[config.mk]
export PLATFORM = sky130hd
export DESIGN_NAME = cif_token_scanner
export DESIGN_NICKNAME = d
export VERILOG_FILES = /design/src/rtl/cts_pkg.sv /design/src/rtl/cif_token_scanner.sv /design/src/rtl/cts_step.sv /design/src/rtl/cts_rsp_fifo.sv
export SDC_FILE = /design/constraint.sdc
export NUM_CORES = 1
export LEC_CHECK = 0
export ABC_CLOCK_PERIOD_IN_PS = 9660
export BUFFER_PORTS_ARGS = -buffer_cell sky130_fd_sc_hd__buf_2
export CORE_ASPECT_RATIO = 1.25
export CORE_MARGIN = 5
export CORE_UTILIZATION = 60
export DETAILED_ROUTE_END_ITERATION = 6
export PLACE_DENSITY_LB_ADDON = 0.3
export SLEW_MARGIN = 25
export SYNTH_ARGS = -nofsm -noshare
export SYNTH_HDL_FRONTEND = slang
export SYNTH_HIERARCHICAL = 1
export SYNTH_SLANG_ARGS = --single-unit
[constraint.sdc]
create_clock -name clock -period 9.66 [get_ports clock]
set_input_delay 1.932 -clock clock [delete_from_list [all_inputs] [get_ports clock]]
set_output_delay 1.932 -clock clock [all_outputs]
set_load 0.05 [all_outputs]
[src/rtl/cts_pkg.sv]
`default_nettype none

package cts_pkg;

   // scanner modes; codes above MODE_WORD never occur and scan as idle
   typedef enum logic [2:0] {
      MODE_IDLE,
      MODE_TEXT,
      MODE_DQUOTE,
      MODE_SQUOTE,
      MODE_COMMENT,
      MODE_WORD
   } mode_type;

   // token kinds
   localparam logic [2:0] KIND_ITEM     = 3'd0;
   localparam logic [2:0] KIND_NAME     = 3'd1;
   localparam logic [2:0] KIND_LOOP     = 3'd2;
   localparam logic [2:0] KIND_BLOCK    = 3'd3;
   localparam logic [2:0] KIND_LEAD_CMT = 3'd4;
   localparam logic [2:0] KIND_TRAIL_CMT = 3'd5;
   localparam logic [2:0] KIND_END      = 3'd6;

   // prefix lengths and the data_ skip
   localparam logic [2:0] KW_LEN     = 3'd5;
   localparam logic [2:0] GLOBAL_LEN = 3'd7;
   localparam logic [2:0] DATA_SKIP  = 3'd5;
   localparam logic [2:0] NO_SKIP    = 3'd0;

   // characters
   localparam logic [7:0] CH_NL    = 8'h0A;
   localparam logic [7:0] CH_TAB   = 8'h09;
   localparam logic [7:0] CH_CR    = 8'h0D;
   localparam logic [7:0] CH_SPACE = 8'h20;
   localparam logic [7:0] CH_DQ    = 8'h22;
   localparam logic [7:0] CH_SQ    = 8'h27;
   localparam logic [7:0] CH_HASH  = 8'h23;
   localparam logic [7:0] CH_SEMI  = 8'h3B;
   localparam logic [7:0] CH_USCORE = 8'h5F;
   localparam logic [7:0] CH_BSLASH = 8'h5C;
   localparam logic [7:0] CH_N     = 8'h6E;

   // result queue
   localparam int FIFO_DEPTH = 4;
   localparam int FIFO_PTR_BITS = $clog2(FIFO_DEPTH);
   localparam int FIFO_CNT_BITS = $clog2(FIFO_DEPTH + 1);

   // scanner state apart from the line counter
   typedef struct packed {
      mode_type    mode;
      logic        at_line_start;
      logic        first_on_line;
      logic        quote_pending;
      logic [2:0]  prefix_position;
      logic [3:0]  prefix_alive;
   } scan_state_type;

   typedef struct packed {
      logic [2:0] pos;
      logic [3:0] alive;
   } prefix_type;

   // one result word
   typedef struct packed {
      logic        has_byte;
      logic [7:0]  out_byte;
      logic        token_end;
      logic [2:0]  token_kind;
      logic [2:0]  skip_count;
      logic        unterminated;
      logic [31:0] line_number;
      logic        last;
   } rsp_word_type;

   function automatic logic is_white(input logic [7:0] b);
      return (b == CH_SPACE) || ((b >= CH_TAB) && (b <= CH_CR));
   endfunction

   function automatic logic [7:0] loop_char(input logic [2:0] p);
      logic [7:0] c;
      unique case (p)
         3'd0: c = 8'h6C;
         3'd1: c = 8'h6F;
         3'd2: c = 8'h6F;
         3'd3: c = 8'h70;
         3'd4: c = CH_USCORE;
         default: c = 8'h00;
      endcase
      return c;
   endfunction

   function automatic logic [7:0] data_char(input logic [2:0] p);
      logic [7:0] c;
      unique case (p)
         3'd0: c = 8'h64;
         3'd1: c = 8'h61;
         3'd2: c = 8'h74;
         3'd3: c = 8'h61;
         3'd4: c = CH_USCORE;
         default: c = 8'h00;
      endcase
      return c;
   endfunction

   function automatic logic [7:0] global_char(input logic [2:0] p);
      logic [7:0] c;
      unique case (p)
         3'd0: c = 8'h67;
         3'd1: c = 8'h6C;
         3'd2: c = 8'h6F;
         3'd3: c = 8'h62;
         3'd4: c = 8'h61;
         3'd5: c = 8'h6C;
         3'd6: c = CH_USCORE;
         default: c = 8'h00;
      endcase
      return c;
   endfunction

   // advance the keyword matchers by one word character
   function automatic prefix_type prefix_feed(input logic [2:0] pos, input logic [3:0] alive,
                                              input logic [7:0] b);
      prefix_type p;
      p.pos   = pos;
      p.alive = alive;
      if (pos < KW_LEN) begin
         if (b != loop_char(pos)) p.alive[0] = 1'b0;
         if (b != data_char(pos)) p.alive[1] = 1'b0;
      end
      if (pos < GLOBAL_LEN) begin
         if (b != global_char(pos)) p.alive[2] = 1'b0;
         p.pos = pos + 3'd1;
      end
      if ((pos == 3'd0) && (b != CH_USCORE)) p.alive[3] = 1'b0;
      return p;
   endfunction

   // build a result word; fields that do not apply read as zero
   function automatic rsp_word_type mk_word(input logic has, input logic [7:0] b,
                                            input logic fin, input logic [2:0] kind,
                                            input logic [2:0] skip, input logic unterm);
      rsp_word_type w;
      w.has_byte     = has;
      w.out_byte     = has ? b : 8'h00;
      w.token_end    = fin;
      w.token_kind   = fin ? kind : 3'd0;
      w.skip_count   = fin ? skip : 3'd0;
      w.unterminated = fin & unterm;
      w.line_number  = '0;
      w.last         = 1'b0;
      return w;
   endfunction

endpackage

`default_nettype wire

[src/rtl/cif_token_scanner.sv]
`default_nettype none

// CIF token scanner. Takes one text byte per input word and returns the
// token stream as result words: content bytes, token ends with their kind,
// prefix skip and unterminated flag, and the current line number. A new word
// is taken every cycle while the four-word result queue has room for two;
// results enter the queue as the byte is taken. Most bytes give at most
// one result, but a newline inside a text field or a quote that turns out not
// to close a string gives two, and end of input inside a token gives two, so
// long runs of those are paced by the result port at one word per cycle.
// The line counter is LINE_COUNT_BITS wide and wraps; rsp_line_number shows
// its low 32 bits.

module cif_token_scanner #(
   parameter int LINE_COUNT_BITS = 32
) (
   input  logic        clock,
   input  logic        reset,
   input  logic        req_valid,
   output logic        req_ready,
   input  logic [7:0]  req_in_byte,
   input  logic        req_end_of_input,
   output logic        rsp_valid,
   input  logic        rsp_ready,
   output logic        rsp_has_byte,
   output logic [7:0]  rsp_out_byte,
   output logic        rsp_token_end,
   output logic [2:0]  rsp_token_kind,
   output logic [2:0]  rsp_skip_count,
   output logic        rsp_unterminated,
   output logic [31:0] rsp_line_number,
   output logic        rsp_last
);
   import cts_pkg::*;

   scan_state_type             state_ff;
   scan_state_type             state_in;
   scan_state_type             step_nxt;
   logic [LINE_COUNT_BITS-1:0] line_count_ff;
   logic [LINE_COUNT_BITS-1:0] line_count_in;
   rsp_word_type               res0;
   rsp_word_type               res1;
   rsp_word_type               wr0;
   rsp_word_type               wr1;
   rsp_word_type               rd_word;
   logic [1:0]                 num;
   logic [1:0]                 wr_num;
   logic                       new_line;
   logic                       accept;

   assign accept = req_valid & req_ready;

   cts_step u_step (
      .cur          (state_ff),
      .in_byte      (req_in_byte),
      .end_of_input (req_end_of_input),
      .nxt          (step_nxt),
      .res0         (res0),
      .res1         (res1),
      .num          (num),
      .new_line     (new_line)
   );

   // next state, line count, and the words to queue
   always_comb begin
      state_in      = accept ? step_nxt : state_ff;
      line_count_in = line_count_ff
                    + {{(LINE_COUNT_BITS-1){1'b0}}, (accept & new_line)};
      wr_num        = accept ? num : 2'd0;
      wr0             = res0;
      wr0.line_number = 32'(line_count_in);
      wr0.last        = (num == 2'd1);
      wr1             = res1;
      wr1.line_number = 32'(line_count_in);
      wr1.last        = 1'b1;
   end

   always_ff @(posedge clock) begin
      if (reset) begin
         state_ff.mode            <= MODE_IDLE;
         state_ff.at_line_start   <= 1'b1;
         state_ff.first_on_line   <= 1'b1;
         state_ff.quote_pending   <= 1'b0;
         state_ff.prefix_position <= 3'd0;
         state_ff.prefix_alive    <= 4'hF;
         line_count_ff            <= '0;
      end else begin
         state_ff      <= state_in;
         line_count_ff <= line_count_in;
      end
   end

   cts_rsp_fifo u_fifo (
      .clock    (clock),
      .reset    (reset),
      .wr_num   (wr_num),
      .wr0      (wr0),
      .wr1      (wr1),
      .has_room (req_ready),
      .rd_valid (rsp_valid),
      .rd_ready (rsp_ready),
      .rd_word  (rd_word)
   );

   // result port fields
   assign rsp_has_byte     = rd_word.has_byte;
   assign rsp_out_byte     = rd_word.out_byte;
   assign rsp_token_end    = rd_word.token_end;
   assign rsp_token_kind   = rd_word.token_kind;
   assign rsp_skip_count   = rd_word.skip_count;
   assign rsp_unterminated = rd_word.unterminated;
   assign rsp_line_number  = rd_word.line_number;
   assign rsp_last         = rd_word.last;

endmodule

`default_nettype wire

[src/rtl/cts_step.sv]
`default_nettype none

module cts_step (
   input  cts_pkg::scan_state_type cur,
   input  logic [7:0]              in_byte,
   input  logic                    end_of_input,
   output cts_pkg::scan_state_type nxt,
   output cts_pkg::rsp_word_type   res0,
   output cts_pkg::rsp_word_type   res1,
   output logic [1:0]              num,
   output logic                    new_line
);
   import cts_pkg::*;

   rsp_word_type close_w;
   rsp_word_type first_w;
   rsp_word_type cont_w;
   logic         first_v;
   logic         cont_v;
   logic         quote_done;
   logic [7:0]   q;
   prefix_type   pf_word;
   prefix_type   pf_idle;

   // quote character of the open string
   assign q = (cur.mode == MODE_DQUOTE) ? CH_DQ : CH_SQ;

   // keyword matchers: continuing a word, and starting a new one
   assign pf_word = prefix_feed(cur.prefix_position, cur.prefix_alive, in_byte);
   assign pf_idle = prefix_feed(3'd0, 4'hF, in_byte);

   // word close kind by prefix
   always_comb begin
      priority if (cur.prefix_alive[0] && (cur.prefix_position >= KW_LEN))
         close_w = mk_word(1'b0, 8'h00, 1'b1, KIND_LOOP, NO_SKIP, 1'b0);
      else if (cur.prefix_alive[1] && (cur.prefix_position >= KW_LEN))
         close_w = mk_word(1'b0, 8'h00, 1'b1, KIND_BLOCK, DATA_SKIP, 1'b0);
      else if (cur.prefix_alive[2] && (cur.prefix_position >= GLOBAL_LEN))
         close_w = mk_word(1'b0, 8'h00, 1'b1, KIND_BLOCK, NO_SKIP, 1'b0);
      else if (cur.prefix_alive[3])
         close_w = mk_word(1'b0, 8'h00, 1'b1, KIND_NAME, NO_SKIP, 1'b0);
      else
         close_w = mk_word(1'b0, 8'h00, 1'b1, KIND_ITEM, NO_SKIP, 1'b0);
   end

   // string byte: a pending quote first resolves, then the byte itself
   always_comb begin
      first_v    = 1'b0;
      first_w    = '0;
      quote_done = 1'b0;
      cont_v     = 1'b0;
      cont_w     = '0;
      if (cur.quote_pending) begin
         first_v = 1'b1;
         if ((in_byte == CH_NL) || (in_byte == CH_SPACE) || (in_byte == CH_TAB)) begin
            first_w    = mk_word(1'b1, q, 1'b1, KIND_ITEM, NO_SKIP, 1'b0);
            quote_done = 1'b1;
         end else begin
            first_w = mk_word(1'b1, q, 1'b0, KIND_ITEM, NO_SKIP, 1'b0);
         end
      end
      if (in_byte == CH_NL) begin
         cont_v = 1'b1;
         cont_w = mk_word(1'b1, q, 1'b1, KIND_ITEM, NO_SKIP, 1'b0);
      end else if (in_byte != q) begin
         cont_v = 1'b1;
         cont_w = mk_word(1'b1, in_byte, 1'b0, KIND_ITEM, NO_SKIP, 1'b0);
      end
   end

   // main scan step
   always_comb begin
      nxt      = cur;
      res0     = '0;
      res1     = '0;
      num      = 2'd0;
      new_line = 1'b0;
      if (end_of_input) begin
         // close any open token, then the end token
         num = 2'd1;
         unique case (cur.mode)
            MODE_TEXT:
               res0 = mk_word(1'b0, 8'h00, 1'b1, KIND_ITEM, NO_SKIP, 1'b1);
            MODE_DQUOTE, MODE_SQUOTE: begin
               if (cur.quote_pending)
                  res0 = mk_word(1'b1, q, 1'b1, KIND_ITEM, NO_SKIP, 1'b0);
               else
                  res0 = mk_word(1'b0, 8'h00, 1'b1, KIND_ITEM, NO_SKIP, 1'b1);
            end
            MODE_COMMENT:
               res0 = mk_word(1'b0, 8'h00, 1'b1,
                              cur.first_on_line ? KIND_LEAD_CMT : KIND_TRAIL_CMT,
                              NO_SKIP, 1'b0);
            MODE_WORD:
               res0 = close_w;
            default:
               num = 2'd0;
         endcase
         if (num == 2'd1) begin
            res1 = mk_word(1'b0, 8'h00, 1'b1, KIND_END, NO_SKIP, 1'b0);
            num  = 2'd2;
         end else begin
            res0 = mk_word(1'b0, 8'h00, 1'b1, KIND_END, NO_SKIP, 1'b0);
            num  = 2'd1;
         end
         nxt.mode          = MODE_IDLE;
         nxt.quote_pending = 1'b0;
      end else begin
         unique case (cur.mode)
            MODE_TEXT: begin
               if (cur.at_line_start && (in_byte == CH_SEMI)) begin
                  res0              = mk_word(1'b1, in_byte, 1'b1, KIND_ITEM, NO_SKIP, 1'b0);
                  num               = 2'd1;
                  nxt.mode          = MODE_IDLE;
                  nxt.at_line_start = 1'b0;
                  nxt.first_on_line = 1'b0;
               end else if (in_byte == CH_NL) begin
                  // newline in a text field goes out as backslash, n
                  res0     = mk_word(1'b1, CH_BSLASH, 1'b0, KIND_ITEM, NO_SKIP, 1'b0);
                  res1     = mk_word(1'b1, CH_N, 1'b0, KIND_ITEM, NO_SKIP, 1'b0);
                  num      = 2'd2;
                  new_line = 1'b1;
               end else begin
                  res0              = mk_word(1'b1, in_byte, 1'b0, KIND_ITEM, NO_SKIP, 1'b0);
                  num               = 2'd1;
                  nxt.at_line_start = 1'b0;
               end
            end
            MODE_DQUOTE, MODE_SQUOTE: begin
               nxt.quote_pending = 1'b0;
               if (quote_done) begin
                  res0     = first_w;
                  num      = 2'd1;
                  nxt.mode = MODE_IDLE;
                  new_line = (in_byte == CH_NL);
               end else begin
                  if (first_v) begin
                     res0 = first_w;
                     res1 = cont_w;
                     num  = cont_v ? 2'd2 : 2'd1;
                  end else begin
                     res0 = cont_w;
                     num  = cont_v ? 2'd1 : 2'd0;
                  end
                  if (in_byte == CH_NL) begin
                     nxt.mode = MODE_IDLE;
                     new_line = 1'b1;
                  end else if (in_byte == q) begin
                     nxt.quote_pending = 1'b1;
                  end
               end
            end
            MODE_COMMENT: begin
               num = 2'd1;
               if (in_byte == CH_NL) begin
                  res0     = mk_word(1'b0, 8'h00, 1'b1,
                                     cur.first_on_line ? KIND_LEAD_CMT : KIND_TRAIL_CMT,
                                     NO_SKIP, 1'b0);
                  nxt.mode = MODE_IDLE;
                  new_line = 1'b1;
               end else begin
                  res0 = mk_word(1'b1, in_byte, 1'b0, KIND_ITEM, NO_SKIP, 1'b0);
               end
            end
            MODE_WORD: begin
               num = 2'd1;
               if (is_white(in_byte)) begin
                  res0     = close_w;
                  nxt.mode = MODE_IDLE;
                  new_line = (in_byte == CH_NL);
               end else begin
                  res0                = mk_word(1'b1, in_byte, 1'b0, KIND_ITEM, NO_SKIP, 1'b0);
                  nxt.prefix_position = pf_word.pos;
                  nxt.prefix_alive    = pf_word.alive;
               end
            end
            default: begin
               // between tokens: skip blanks or open a token
               nxt.mode = MODE_IDLE;
               if (in_byte == CH_NL) begin
                  new_line = 1'b1;
               end else if (is_white(in_byte)) begin
                  num = 2'd0;
               end else begin
                  num               = 2'd1;
                  res0              = mk_word(1'b1, in_byte, 1'b0, KIND_ITEM, NO_SKIP, 1'b0);
                  nxt.at_line_start = 1'b0;
                  priority if (cur.at_line_start && (in_byte == CH_SEMI)) begin
                     nxt.mode          = MODE_TEXT;
                     nxt.first_on_line = 1'b0;
                  end else if ((in_byte == CH_DQ) || (in_byte == CH_SQ)) begin
                     nxt.mode          = (in_byte == CH_DQ) ? MODE_DQUOTE : MODE_SQUOTE;
                     nxt.quote_pending = 1'b0;
                     nxt.first_on_line = 1'b0;
                  end else if (in_byte == CH_HASH) begin
                     nxt.mode = MODE_COMMENT;
                  end else begin
                     nxt.mode            = MODE_WORD;
                     nxt.prefix_position = pf_idle.pos;
                     nxt.prefix_alive    = pf_idle.alive;
                     nxt.first_on_line   = 1'b0;
                  end
               end
            end
         endcase
      end
      // a newline restarts the line marks
      if (new_line) begin
         nxt.at_line_start = 1'b1;
         nxt.first_on_line = 1'b1;
      end
   end

endmodule

`default_nettype wire

[src/rtl/cts_rsp_fifo.sv]
`default_nettype none

module cts_rsp_fifo (
   input  logic                  clock,
   input  logic                  reset,
   input  logic [1:0]            wr_num,
   input  cts_pkg::rsp_word_type wr0,
   input  cts_pkg::rsp_word_type wr1,
   output logic                  has_room,
   output logic                  rd_valid,
   input  logic                  rd_ready,
   output cts_pkg::rsp_word_type rd_word
);
   import cts_pkg::*;

   rsp_word_type             entry_ff [FIFO_DEPTH];
   logic [FIFO_PTR_BITS-1:0] wr_ptr_ff;
   logic [FIFO_PTR_BITS-1:0] wr_ptr_in;
   logic [FIFO_PTR_BITS-1:0] wr_ptr_nx;
   logic [FIFO_PTR_BITS-1:0] rd_ptr_ff;
   logic [FIFO_PTR_BITS-1:0] rd_ptr_in;
   logic [FIFO_CNT_BITS-1:0] count_ff;
   logic [FIFO_CNT_BITS-1:0] count_in;
   logic                     pop;

   assign pop      = rd_valid & rd_ready;
   assign rd_valid = (count_ff != '0);
   assign rd_word  = entry_ff[rd_ptr_ff];
   // room for the two words one item can raise
   assign has_room = (count_ff <= FIFO_CNT_BITS'(FIFO_DEPTH - 2));

   // pointer and fill count
   always_comb begin
      wr_ptr_nx = wr_ptr_ff + FIFO_PTR_BITS'(1);
      wr_ptr_in = wr_ptr_ff + FIFO_PTR_BITS'(wr_num);
      rd_ptr_in = pop ? (rd_ptr_ff + FIFO_PTR_BITS'(1)) : rd_ptr_ff;
      count_in  = count_ff + FIFO_CNT_BITS'(wr_num) - FIFO_CNT_BITS'(pop);
   end

   always_ff @(posedge clock) begin
      if (reset) begin
         wr_ptr_ff <= '0;
         rd_ptr_ff <= '0;
         count_ff  <= '0;
      end else begin
         wr_ptr_ff <= wr_ptr_in;
         rd_ptr_ff <= rd_ptr_in;
         count_ff  <= count_in;
      end
   end

   // word storage
   always_ff @(posedge clock) begin
      if (wr_num != 2'd0) entry_ff[wr_ptr_ff] <= wr0;
      if (wr_num == 2'd2) entry_ff[wr_ptr_nx] <= wr1;
   end

endmodule

`default_nettype wire
== Word level (Yosys, flattened, before mapping) ==
Memories as Yosys holds them, arrays and structs flattened. A register that Yosys moved wholly into a read port is not among the register bits.
Index checks and enable logic that the tools add are counted.

* Output and inout bits: 52
* Memories kept: 1
* Bits in writable memories: 200
* Word-level logic and storage cells: 229
* Register bits after elaboration: 52

* Multiplexer cells: 110
* Bitwise operators: 6
* Order comparisons: 7
* $add $sub $neg: 7
* Reduce and logical (&&, ||, !) cells: 32
* Equality and inequality tests: 53

{| class="wikitable"
|+ Memory list
! name !! depth !! width !! read ports !! clocked after Yosys merged registers in !! write ports !! RTL line !! RTL
|-
| u_fifo.entry_ff || 4 || 50 || 1 || 1 || 2 || cts_rsp_fifo.sv:16 || <nowiki>rsp_word_type entry_ff [FIFO_DEPTH];</nowiki>
|}

{| class="wikitable"
|+ Operators with widths
! kind !! number
|-
| 50-bit two-way mux || 21
|-
| 50-bit case mux with 4 select lines || 2
|-
| 50-bit case mux with 2 select lines || 1
|-
| 41-bit two-way mux || 2
|-
| 7-bit case mux with 4 select lines || 2
|-
| 49-bit two-way mux || 1
|-
| 7-bit case mux with 6 select lines || 1
|-
| 8-bit by 6-bit equality test with 1-bit output (second input constant) || 5
|-
| 1-bit two-way mux || 40
|-
| 38-bit two-way mux || 1
|-
| 32-bit by 1-bit adder with 32-bit output || 1
|-
| 8-bit two-way mux || 4
|-
| 8-bit by 7-bit inequality test with 1-bit output (second input constant) || 4
|-
| 2-bit two-way mux || 15
|-
| 10-bit AND reduction || 3
|-
| 3-bit two-way mux || 9
|-
| 13-bit two-way mux || 2
|-
| 8-bit inequality test || 3
|-
| 7-bit two-way mux || 3
|-
| 2-bit by 1-bit inequality test with 1-bit output (second input constant) || 9
|-
| 3-bit inequality test (second input constant) || 6
|-
| 9-bit AND reduction || 2
|-
| 8-bit by 4-bit equality test with 1-bit output (second input constant) || 2
|-
| 3-bit equality test (second input constant) || 5
|-
| other kinds (39) || 71
|}

== Longest topological paths before layout ==
* Depth after elaboration: 14
* Mapped depth: 15
* Gate-level depth less buffers: 13

== Hierarchy ==
The synthesis kept the hierarchy.

{| class="wikitable"
|+ Modules (own cells, without submodules)
! module !! area an instance (µm²) !! instances !! cells an instance
|-
| cts_rsp_fifo || 10222.3 || 1 || 535
|-
| cts_step || 2482.4 || 1 || 381
|-
| cif_token_scanner || 2158.3 || 1 || 255
|}

== Worst setup path after synthesis ==
Ideal clock, no wire load.

* Path type: input to register
* Start: in req_in_byte[4]
* End: mem u_fifo/entry_ff[0][0] (netlist bit), enable pin
* Stages on the path: 10
* Arrival: 7.435 ns
* Data required time: 9.133 ns
* Buffers on the path: 1
* Slack: 1.698 ns
* Path through: buf_6 -> nor3_2 -> and3_1 -> o21ai_2 -> ha_1 -> and3b_1 -> o41ai_1 -> and3_1 -> o21bai_1 -> o21ai_0

{| class="wikitable"
|+ RTL lines
! item !! RTL line !! RTL
|-
| from (decl) || cif_token_scanner.sv:21 || <nowiki>input logic [7:0] req_in_byte,</nowiki>
|-
| to (decl) || cts_rsp_fifo.sv:16 ||
|}

==> out/metrics.yaml <==
run_status:
  outcome: "finished, final reports clean"
synthesis:
  synthCells: 1105
  synthesis.area_um2: 14400
  synth.avg_cell_area_um2: 13.0
  yosysWarnings: 6
global_routing:
  overflow: 0
  grt_pass1_wl_um: 49100
  grtUsageTotal: 0.223
  grt_pass1_vias: 9206
  antenna_found_initial: 0
  grt_max_degree: 64
timing:
  period_share: 0.619
  finClkSkew_ps: 19.4
  fin_tns_setup_ps: 0
  finalHoldViolations: 0
  worst_slack_ps: 3680
  fin_crit_ps: 5980
  rsz0062_at_grt: "false"
  relSlewSlack: 0.389
  fmax_mhz: 167
  tightest_slew_ps: 905
  maxSlewViolCount: 0
  setup_violations: 0
route:
  vias: 9108
  met2RoutedLength_um: 15700
  dr_wl_met3_um: 1360
  routed_wl_um: 30200
  dr.pass1.iters: 5
  ant_nets: 0
  drc_errors: 0
  wl_met1_um: 12300
  vias_per_cell: 6.30
  drt_iter0_drc: 735
  wire_per_inst_um: 20.9
  route.top_layer_used: "met4"
setup_path:
  cp_max_fo: 51
  cp-end-kind: "flop"
  criticalPathCategory: "in -> reg"
  worstPathCellList: "buf_2 -> nor4_2 -> nand3_1 -> nor2_1 -> a311oi_1 -> nor2_1 -> and3_1 -> and4bb_2 -> buf_4 -> o21bai_4 -> buf_4"
  crit_buf_inv: 3
  crit_required_ps: 9790
  cpPeakStageDelay_ps: 630
  cp_top_family: "simple AND/OR/NAND/NOR gates"
  slowest_stage: "buf_4"
  worst_ep_arrival_time_ps: 6110
  cp-start-kind: "input pin"
place:
  post-place-ws_ps: 3260
  dp.cells: 1400
  dp_hpwl_um: 18300
  portBuffers: 64
  gp_congestion: 0.937
power_and_ir_drop:
  leakagePower_nw: 5.70
  ir_drop_v: 0.000131
  power_density_nw_per_um2: 222
finish:
  drive_gt1_frac: 0.338
  fillCellCount: 1754
  final_core_util: 0.659
  synthToLayoutAreaGrowth_pct: 8.46
  final_nets: 1164
  layoutNonFillerInstCount: 1445
  antenna_cells: 0
run:
  drv_cap: 0
floorplanning:
  die_w_um: 148
  core_um2: 23600
  die_area_um2: 27200
  ios: 65
  num_rows: 63
  die_y_um: 183
  start_util: 0.608
clock_network:
  cts_root_buffer: "clkbuf_16"
  cts.path.max_buffers: 3
  cts_hold_buffers: 0
  clk_pin_slew_worst_paths_ps: 60
  cts_made_buffers: 25
  cts_max_level: 1
  clkLatencyLatePin_ps: 500
  post-cts-setup-buffer-count: 0
  cts-resized-gates: 0
  clock-sinks: 254
  cts_tree: "built"
hold_path:
  hold_class: "reg -> reg"
==> worst paths after layout <==
| kind | startpoint | to | slack (ps) | depth (start not counted) |
|---|---|---|---|---|
| setup / recovery | req_in_byte[2] | u_fifo/entry_ff[2][22]$_DFFE_PP_ | 3680 | 11 |
| hold / removal | line_count_ff[24]$_SDFF_PP0_ | line_count_ff[24]$_SDFF_PP0_ | 520 | 2 |
| setup reg to reg | state_ff[11]$_SDFFE_PP0N_ | u_fifo/entry_ff[2][22]$_DFFE_PP_ | 5090 | 11 |
| hold reg to reg | line_count_ff[24]$_SDFF_PP0_ | line_count_ff[24]$_SDFF_PP0_ | 520 | 2 |
==> cells in the final DEF (no fill, tap or decap), types with 13 or more instances in the layout <==
cell and n:
nand4_1 13, nor2_1 49, ha_1 15, nand2_1 67, mux2_2 186, edfxtp_1 200, nor3_1 17, o21ai_0 28
mux4_2 50, xor2_1 14, dfxtp_1 52, nand3_1 25, buf_4 13, a21oi_1 36, xnor2_1 16, inv_1 19
buf_2 64, mux2_1 14, clkbuf_16 26, nor2b_1 37
==> registers in the layout, indices dropped and copies added (netlist names), named ones only <==
name / flops
u_fifo/entry_ff: 200
line_count_ff: 32
state_ff: 13
u_fifo/count_ff: 3
u_fifo/rd_ptr_ff: 2
u_fifo/wr_ptr_ff: 2
==> cell type report <==
type	instances	area (µm²)	area share
sequential	254	7090	0.455
multi-input combinational	757	6760	0.434
clock buffer	35	704	0.0452
timing repair buffer	78	429	0.0275
tap	292	365	0.0234
clock inverter	10	158	0.0101
inverter	19	71.3	0.00458
==> power breakdown <==
part	switching [W]	internal (W)
combinational	0.000727	0.000333
sequential	0.0000518	0.00133
clock	0.000400	0.000618
==> through the flow <==
step	total power [W]	area [µm²]	hold slack (ps)
final	0.00346	15600	520
after global routing	0.00360	15600	539
after CTS	0.00348	15600	516
after detailed placement	0.00247	14700	506
after global placement	0.00246	14700	491
after floorplan	0.00224	14400	452
==> tightest hold or removal path, delay by kind of cell (launching register included) <==
| kind | cells | cell delay [ps] |
|---|---|---|
| AOI/OAI and AO/OA | 2 | 150 |
| DFF | 1 | 320 |
==> per-layer routing <==
layer,up-vias,GRT usage
li1,4303,-
met1,4468,0.289
met2,274,0.401
met3,63,0.0213
met4,0,0.0647
met5,-,0
(Power assumes the default switching activity.)
